## src/rtl/lor_pkg.sv

```systemverilog
package lor_pkg;

  localparam int CFG_W        = 11;
  localparam int CFG_AW       = 3;
  localparam int DATA_W       = 32;
  localparam int AREA_W       = 21;
  localparam int MAX_COLS_DEF = 1024;
  localparam int MAX_ROWS_DEF = 1024;

  localparam logic [AREA_W-1:0] AREA_MAX  = '1;
  localparam logic [CFG_W-1:0]  CFG_RESET = 11'd1024;

  localparam logic REG_ROWS = 1'b0;
  localparam logic REG_COLS = 1'b1;

endpackage

```

## src/rtl/lor_cfg.sv

```systemverilog
module lor_cfg #(
  parameter int MAX_ROWS = lor_pkg::MAX_ROWS_DEF,
  parameter int MAX_COLS = lor_pkg::MAX_COLS_DEF,
  localparam int RW = $clog2(MAX_ROWS) + 1,
  localparam int DW = $clog2(MAX_COLS) + 1
) (
  input  logic                            clk_i,
  input  logic                            rst_ni,
  input  logic                            psel,
  input  logic                            penable,
  input  logic                            pwrite,
  input  logic [lor_pkg::CFG_AW-1:0]      paddr,
  input  logic [lor_pkg::DATA_W-1:0]      pwdata,
  output logic [lor_pkg::DATA_W-1:0]      prdata,
  output logic                            pready,
  output logic [RW-1:0]                   rows_o,
  output logic [DW-1:0]                   cols_o
);

  localparam int RGW = (lor_pkg::CFG_W > RW) ? lor_pkg::CFG_W : RW;
  localparam int CGW = (lor_pkg::CFG_W > DW) ? lor_pkg::CFG_W : DW;

  logic [lor_pkg::CFG_W-1:0] rows_q, cols_q;
  logic                      wr_en;

  assign pready = 1'b1;
  assign wr_en  = psel && penable && pwrite;

  always_ff @(posedge clk_i or negedge rst_ni) begin
    if (!rst_ni) begin
      rows_q <= lor_pkg::CFG_RESET;
      cols_q <= lor_pkg::CFG_RESET;
    end else if (wr_en) begin
      unique case (paddr[2])
        lor_pkg::REG_ROWS: rows_q <= pwdata[lor_pkg::CFG_W-1:0];
        lor_pkg::REG_COLS: cols_q <= pwdata[lor_pkg::CFG_W-1:0];
        default: ;
      endcase
    end
  end

  always_comb begin
    unique case (paddr[2])
      lor_pkg::REG_ROWS: prdata = lor_pkg::DATA_W'(rows_q);
      lor_pkg::REG_COLS: prdata = lor_pkg::DATA_W'(cols_q);
      default:           prdata = '0;
    endcase
  end

  // zero counts as one, above the maximum counts as the maximum
  always_comb begin
    if (rows_q == '0) begin
      rows_o = RW'(1);
    end else if (RGW'(rows_q) > RGW'(MAX_ROWS)) begin
      rows_o = RW'(MAX_ROWS);
    end else begin
      rows_o = RW'(rows_q);
    end
    if (cols_q == '0) begin
      cols_o = DW'(1);
    end else if (CGW'(cols_q) > CGW'(MAX_COLS)) begin
      cols_o = DW'(MAX_COLS);
    end else begin
      cols_o = DW'(cols_q);
    end
  end

endmodule
```

## config.mk

```make
export PLATFORM = sky130hd
export DESIGN_NAME = lor_cfg
export DESIGN_NICKNAME = d
export VERILOG_FILES = /design/src/rtl/lor_pkg.sv /design/src/rtl/lor_cfg.sv
export SDC_FILE = /design/constraint.sdc
export NUM_CORES = 1
export LEC_CHECK = 0
export ABC_AREA = 0
export BUFFER_PORTS_ARGS = -buffer_cell sky130_fd_sc_hd__buf_2
export CELL_PAD_IN_SITES_DETAIL_PLACEMENT = 0
export CELL_PAD_IN_SITES_GLOBAL_PLACEMENT = 2
export CORE_MARGIN = 2
export CORE_UTILIZATION = 25
export CTS_CLUSTER_SIZE = 16
export DETAILED_ROUTE_END_ITERATION = 16
export PLACE_DENSITY_LB_ADDON = 0.1
export SLEW_MARGIN = 10
export SYNTH_ARGS = -nofsm -noshare
export SYNTH_HDL_FRONTEND = slang
export SYNTH_SLANG_ARGS = --single-unit
```

## constraint.sdc

```tcl
create_clock -name clk_i -period 1.8 [get_ports clk_i]
set_input_delay 0.18 -clock clk_i [delete_from_list [all_inputs] [get_ports clk_i]]
set_output_delay 0.18 -clock clk_i [all_outputs]
set_load 0.05 [all_outputs]
```

# [After elaboration in Yosys (flattened, before gate mapping)]
# Index checks and enable logic that the tools add are counted.
[totals] in_bits=40 output_inout_bits=55 wordCells=16 ff_bits=22
[classes] n_reduce_logical=6 bitwise=1 magnitude_cmp=2 mux=5
[ops] operator="$pmux 32 s2" count=1
[ops] operator="$mux 11" count=4
[ops] operator="$gt 11x11->1 const B" count=2
[ops] operator="$logic_not 11->1" count=2
[ops] operator="$reduce_and 2->1" count=2
[ops] operator="$logic_and 1x1->1" count=2
[ops] operator="$not 1->1" count=1

# [Logic depth before layout (Yosys ltp)]
# Gate-level depths: netlist of the first run.
[logic_depth] ltp_word=3 ltp_mapped=3 mapped_depth_nobuf=2

# [Worst setup path after synthesis of the first run]
# OpenSTA, ideal clock, no wires.
[synth_timing] path_type="register to output" startpoint="reg rows_q[10] (netlist name)" endpoint="out prdata[10] (netlist name)" slack_ns=-0.050 required_ns=1.620 n_path_buf=0 path_stages_with_launch=3 arrival_time_ns=1.670 path_cell_list="dfstp_2 -> inv_1 -> o21ai_0"
[synth_between] elab_chain_len=1
[synth_rtl] element="from (decl)" line="lor_cfg.sv:23" source="logic [lor_pkg::CFG_W-1:0] rows_q, cols_q;"
[synth_rtl] element="from (signal assigned)" line="lor_cfg.sv:31" source="rows_q <= lor_pkg::CFG_RESET;"
[synth_rtl] element="from (signal assigned)" line="lor_cfg.sv:35" source="lor_pkg::REG_ROWS: rows_q <= pwdata[lor_pkg::CFG_W-1:0];"
[synth_rtl] element="$pmux 32 s2" line="lor_cfg.sv:43" source="unique case (paddr[2])"
[synth_rtl] element="to (decl)" line="lor_cfg.sv:14" source="output logic [lor_pkg::DATA_W-1:0] prdata,"
# No other way between the ends. The select of a mux whose other input is x is not followed.

# [Worst setup path after layout of the first run]
[layout_timing] startpoint="reg cols_q[10] (netlist name)" endpoint="out cols_o[0]"
[layout_between] elab_chain_len=3 word_cells_on_any_way=4 cone_classes="order compare (1); mux (2); reduce/logical (1)"
[layout_rtl] element="from (decl)" line="lor_cfg.sv:23"
[layout_rtl] element="from (signal assigned)" line="lor_cfg.sv:32" source="cols_q <= lor_pkg::CFG_RESET;"
[layout_rtl] element="from (signal assigned)" line="lor_cfg.sv:36" source="lor_pkg::REG_COLS: cols_q <= pwdata[lor_pkg::CFG_W-1:0];"
[layout_rtl] element="$gt 11x11->1" line="lor_cfg.sv:61" source="end else if (CGW'(cols_q) > CGW'(MAX_COLS)) begin"
[layout_rtl] element="$mux 11" line="lor_cfg.sv:61"
[layout_rtl] element="$mux 11 (*)" line="lor_cfg.sv:59" source="if (cols_q == '0) begin"
[layout_rtl] element="to (decl)" line="lor_cfg.sv:17" source="output logic [DW-1:0] cols_o"
# Every way passes the cells marked *; elsewhere a longest branch is shown, timed or not.

==> flow_summary.json, run 1 <==
{
  "status": "finished clean",
  "design_power_total_mw": 2.35,
  "core_um2": 5510,
  "nNetsFinal": 205,
  "synth_compound_area_frac": 0.0176,
  "setup_violations": 0,
  "numCtsBuffers": 3,
  "clkSlewWorstSetupHoldPaths_ns": 0.08,
  "synthTopCellsByArea": "dfrtp_1 (35%), mux2_4 (21%), buf_4 (12%)",
  "synth.top_cell.area_share": 0.352,
  "drive_gt1_frac": 0.555,
  "cp.arrival_ns": 1.54,
  "period_share": 0.958,
  "dr.pass1.iters": 2,
  "crit_path_max_incr_delay_ns": 0.71,
  "synth-xor-area-share": 0,
  "clockRootBuffer": "clkbuf_8",
  "cp-start-kind": "flop",
  "yosysMostFrequentCell": "buf_4",
  "antenna_found_initial": 0,
  "worstSetupPathType": "reg -> out",
  "cts_sinks": 22,
  "synth.avg_cell_area_um2": 12.1,
  "p_per_area_nw_per_um2": 1380,
  "cp_cell_sequence": "nor4_2 > a32o_1 > clkbuf_4",
  "routed_wl_um": 3380,
  "rsz0062_at_grt": "no",
  "synth_commonest_cells": "buf_4 (22), dfrtp_1 (20), mux2_4 (20), nor2b_1 (18), mux2_2 (12)",
  "slew_violations": 0,
  "leakage_nw": 0.907,
  "grt_first_pass_wirelength_um": 5260,
  "drv_cap": 0,
  "worst_path_max_delay_cell": "dfstp_2",
  "fin_skew_ns": 0,
  "grt_overflow": 0,
  "final_antenna_net_count": 0,
  "ir_drop_mv": 0.553,
  "synthMuxAreaShare": 0.306,
  "areaGrowthSynthToFinish_pct": 20.0,
  "globalRouteTotalUtil": 0.111,
  "die_w_um": 79.4,
  "max_slew_margin": 0.663,
  "ys.flop_type": "dfrtp_1",
  "synth_top_family_by_area": "multiplexers",
  "post-route-drc-count": 0,
  "clock_path_buffers": 2,
  "drt-wirelength-per-cell_um": 14.3,
  "cts_tree": "yes",
  "synth_warnings": 0,
  "die_h_um": 79.4,
  "cts_setup_buffers": 0,
  "ios": 95,
  "grt_max_degree": 23,
  "clk_latency_ns": 0.25,
  "dieArea_um2": 6300,
  "crit_fanout": 14,
  "fmax_ghz": 0.580,
  "vias": 951,
  "netlist_area_um2": 1420,
  "tns_ns": 0,
  "initial_core_util": 0.258,
  "grt_pass1_vias": 1002,
  "num_antenna_cells": 0,
  "period_needed_ns": 1.72,
  "drt-initial-drc-count": 25,
  "tightest_slew_ns": 0.506,
  "synth-edff-count": 0,
  "viasPerCell": 4.03,
  "synth_adder_area_share": 0,
  "min_path_type": "in -> reg",
  "synth_top_area_cell": "dfrtp_1",
  "worstSetupEndpointType": "output port",
  "fillers": 571,
  "finalHoldViolCount": 0,
  "rows": 27,
  "detailedPlacementHpwl_um": 2570,
  "synth_cells": 117,
  "yosys_register_bits": 22,
  "htreeDepth": 1,
  "gp_congestion": 0.664,
  "synth_cell_type_count": 18,
  "critPathRequiredTime_ns": 1.62,
  "yosys.area_share.simple": 0.130,
  "numPortBuffers": 49,
  "synthArstFlopShare": 1.00,
  "ys_seq_area_frac": 0.389
}
## final timing paths
check / to / start / depth (start not counted) / slack [ns]
min: rows_q[9]$_DFFE_PN0P_ / pwdata[9] / 2 / 0.17
max: cols_o[0] / cols_q[10]$_DFFE_PN1P_ / 3 / 0.08
max reg2reg: cols_q[10]$_DFFE_PN1P_ / cols_q[10]$_DFFE_PN1P_ / 1 / 0.83
max in group asynchronous: cols_q[10]$_DFFE_PN1P_ / rst_ni / 2 / 1.01
min reg2reg: cols_q[0]$_DFFE_PN0P_ / cols_q[0]$_DFFE_PN0P_ / 1 / 0.54
min in group asynchronous: cols_q[6]$_DFFE_PN0P_ / rst_ni / 2 / 0.43
## layout make-up
class	instances	area (µm²)	share of cell area
repair buffers	52	275	0.161
clock buffers	4	45.0	0.0264
inverters	2	7.51	0.00440
well taps	72	90.1	0.0528
flip-flops and latches	22	553	0.324
multi-input cells	84	734	0.431
## critical path: cells and delay by family (launching register included)
family          cells  cell delay (ns)
flops               1             0.71
buf+inv             1             0.21
compound gates      1             0.27
simple gates        1             0.10
## metrics by stage
step | setup WS (ns) | util | instance area [µm²] | instances | hold WS (ns)
after CTS | 0.0506 | 0.308 | 1690 | 236 | 0.164
final | 0.0760 | 0.310 | 1710 | 236 | 0.168
after global routing | 0.00400 | 0.310 | 1710 | 236 | 0.161
after floorplan | 0.261 | - | 1500 | 137 | -0.116
after global placement | 0.265 | 0.298 | 1640 | 231 | 0.180
after detailed placement | 0.338 | 0.298 | 1640 | 231 | 0.186
## cell families (layout without fill, tap and decap cells)
group | after synthesis | after routing
AO/OA/AOI/OAI | 3 | 3
buffers and inverters | 31 | 58
flip-flops | 22 | 22
multiplexers | 32 | 32
other | 2 | 22
AND/OR/NAND/NOR | 27 | 27
## flip-flops by register name (all words and copies together), names as in the netlist
| name | flops |
|---|---|
| cols_q | 11 |
| rows_q | 11 |
## layer usage
| layer | vias up | wire length (µm) | GRT usage |
|---|---|---|---|
| met5 | - | 0 | 0 |
| met4 | 0 | 15 | 0.0259 |
| met3 | 2 | 217 | 0.0249 |
| met2 | 38 | 1610 | 0.182 |
| met1 | 466 | 1540 | 0.149 |
| li1 | 445 | - | - |
## repair_timing
item,CTS,global route
endpoints found under the setup margin,0,2
hold buffers,1,0
resized for setup,0,3
hold endpoints to repair,20,0
## layout by cell type, fill, tap and decap left out
master,count
nor2b_1,18
clkbuf_4,2
dfstp_2,2
nor2_1,2
mux2_2,12
nand4b_4,1
clkbuf_8,3
a32o_1,2
clkbuf_1,1
inv_1,2
nand4_2,1
nor4_1,3
dfrtp_1,20
conb_1,22
nand2_1,1
buf_4,2
nor4_2,1
o21ai_1,1
mux2_4,20
dlygate4sd3_1,1
buf_2,47
## report_power, final
group          switching (mW)  total (mW)  internal [mW]
combinational           0.900        1.28          0.384
clock                   0.150       0.308          0.157
sequential              0.144       0.756          0.612
total                    1.19        2.35           1.15
(Power assumes the default switching activity.)
==> run 2, diff against run 1 <==
- ABC_AREA: 0 -> 1
- CORE_UTILIZATION: 25 -> 22
==> run 2 against run 1 <==
  * Combinational power hardly changed
  * Critical path depth rose by 1
  * Total power increased by 0.64%
  * Fmax grew 1.4%
  * Register-to-register slack improved by 0.11 ns
  * Clock power up 19%
  * Sequential power shrank 7.1%
  * Area after synthesis grew 4.8%
  * Critical endpoint is now rows_o[9]
  * Highest routed layer is now met3
==> flow_summary.json, run 2 <==
{
  "initial_core_util": 0.231,
  "numPortBuffers": 49,
  "drt-initial-drc-count": 58,
  "fmax_ghz": 0.588,
  "crit_fanout": 8,
  "vias": 1296,
  "ys.flop_type": "dfrtp_1",
  "ys_seq_area_frac": 0.371,
  "synth_warnings": 0,
  "netlist_area_um2": 1490,
  "yosys_register_bits": 22,
  "min_path_type": "in -> reg",
  "tightest_slew_ns": 0.541,
  "drt-wirelength-per-cell_um": 12.5,
  "num_antenna_cells": 0,
  "critPathRequiredTime_ns": 1.62,
  "clock_path_buffers": 2,
  "die_h_um": 86.3,
  "cts_setup_buffers": 0,
  "period_needed_ns": 1.70,
  "final_cell_mix": "nand2_1 (43), inv_1 (36), buf_2 (31)",
  "max_slew_margin": 0.639,
  "areaGrowthSynthToFinish_pct": 25.7,
  "multi_input_area_um2": 681,
  "drive_gt1_frac": 0.329,
  "p_per_area_nw_per_um2": 1260,
  "drv_cap": 0,
  "leakage_nw": 1.01,
  "rows": 29,
  "finalHoldViolCount": 0,
  "routed_wl_um": 4140,
  "post-route-drc-count": 0,
  "worstSetupPathType": "reg -> out",
  "synth_commonest_cells": "nand2_1 (43), inv_1 (36), nor2_1 (27), buf_4 (23), o21ai_0 (22)",
  "cts_sinks": 22,
  "period_share": 0.945,
  "die_w_um": 86.3,
  "regArea_um2": 553,
  "ir_drop_mv": 0.577,
  "globalRouteTotalUtil": 0.112,
  "cp-start-kind": "flop",
  "hold_ws_ns": 0.140,
  "gp_congestion": 0.716,
  "fillers": 761,
  "synthTopCellsByArea": "dfrtp_1 (34%), buf_4 (12%), nand2_1 (11%)",
  "cts_tree": "yes",
  "rsz0062_at_grt": "yes",
  "final_antenna_net_count": 0,
  "worstSetupEndpointType": "output port",
  "dieArea_um2": 7450,
  "slew_violations": 0,
  "setup_violations": 0,
  "antenna_found_initial": 0,
  "core_um2": 6460,
  "nNetsFinal": 296,
  "htreeDepth": 1,
  "synth.avg_cell_area_um2": 7.13,
  "grt_first_pass_wirelength_um": 6290,
  "yosysMostFrequentCell": "nand2_1",
  "grt_max_degree": 25,
  "synth-edff-count": 0,
  "detailedPlacementHpwl_um": 3290,
  "grt_pass1_vias": 1136,
  "clkSlewWorstSetupHoldPaths_ns": 0.08,
  "viasPerCell": 3.90,
  "synth.top_cell.area_share": 0.336,
  "fin_skew_ns": 0,
  "status": "finished clean",
  "ios": 95,
  "synthArstFlopShare": 1.00,
  "clk_latency_ns": 0.26,
  "clockRootBuffer": "clkbuf_8",
  "cp.arrival_ns": 1.52,
  "final_common_cell": "nand2_1",
  "synth_cell_type_count": 19,
  "reg_top3": "cols_q (11), rows_q (11)",
  "grt_overflow": 0,
  "dr.pass1.iters": 5,
  "synth_cells": 209,
  "synth_top_area_cell": "dfrtp_1",
  "postLayoutCoreUtil": 0.290,
  "numCtsBuffers": 3
}
## run 2: changes by cell type in the layout (fill, tap and decap cells not counted), moves of 5 or more
| cell | delta |
|---|---|
| inv_1 | +34 |
| nor2_2 | +11 |
| mux2_2 | -12 |
| nor2_1 | +16 |
| o21ai_1 | +5 |
| mux2_4 | -20 |
| nand2_1 | +42 |
| buf_6 | +10 |
| nor2b_1 | -18 |
| buf_2 | -16 |
| o21ai_2 | +10 |
| o21ai_0 | +19 |
| buf_4 | +6 |
## run 2: path summary, 6_finish.rpt
check                                             from                      to  slack (ns)  depth (start not counted)
worst max register to register   cols_q[7]$_DFFE_PN0P_   cols_q[7]$_DFFE_PN0P_        0.94                          3
worst min register to register   rows_q[0]$_DFFE_PN0P_   rows_q[0]$_DFFE_PN0P_        0.52                          2
max in group asynchronous                       rst_ni  rows_q[10]$_DFFE_PN1P_        1.00                          2
worst max-delay path            rows_q[10]$_DFFE_PN1P_               rows_o[9]         0.1                          4
min in group asynchronous                       rst_ni   cols_q[4]$_DFFE_PN0P_        0.42                          2
worst min-delay path                        pwdata[10]  cols_q[10]$_DFFE_PN1P_        0.14                          3
## run 2: per-stage QoR
| step | TNS [ns] | area (µm²) | total power, mW | setup slack [ns] | instances |
|---|---|---|---|---|---|
| after floorplan | 0 | 1570 | 1.66 | 0.130 | 229 |
| after global placement | 0 | 1700 | 1.91 | 0.262 | 327 |
| after detailed placement | 0 | 1700 | 1.91 | 0.269 | 327 |
| after CTS | 0 | 1770 | 2.29 | 0.00267 | 332 |
| after global routing | -0.00597 | 1870 | 2.51 | -0.00597 | 332 |
| final | 0 | 1870 | 2.36 | 0.0994 | 332 |
## run 2: final cells by class
type                       count  area share
multi-input combinational    141       0.363
sequential                    22       0.295
timing repair buffer          52       0.188
inverter                      36      0.0721
tap                           77      0.0514
clock buffer                   4      0.0294
## run 2: metal layers
layer | vias up | wire [µm] | global-route usage
li1 | 678 | - | -
met3 | 0 | 315 | 0.0343
met5 | - | 0 | 0
met4 | 0 | 0 | 0.0128
met1 | 572 | 1950 | 0.158
met2 | 46 | 1870 | 0.173
## run 2: critical path: stages (launching register included)
cell     delay (ns)
dfstp_2        0.60
inv_1          0.10
nor2_4         0.28
nor2_1         0.08
buf_4          0.20
## run 2: cells by family (layout without fill, tap and decap cells)
logic type	count (synthesis)	in the layout	share of synthesized area
AOI/OAI and AO/OA	35	35	0.143
buffers and inverters	66	92	0.241
DFF	22	22	0.371
other	2	22	0.00504
and+or+nand+nor	84	84	0.240
## run 2: what timing repair did
item / 4_1_cts / 5_1_grt
endpoints found under the setup margin: 1 / 18
cloned: 0 / 0
pin swaps: 0 / 0
hold buffers: 1 / 0
hold endpoints to repair: 20 / 0
resized for setup: 1 / 54
## run 2: power by group
| group | switching (mW) | leakage (nW) | total [mW] | internal [mW] |
|---|---|---|---|---|
| Sequential | 0.108 | 0.273 | 0.702 | 0.594 |
| Clock | 0.173 | 0.0288 | 0.368 | 0.195 |
| Combinational | 0.950 | 0.714 | 1.29 | 0.344 |
| Total | 1.23 | 1.01 | 2.36 | 1.13 |
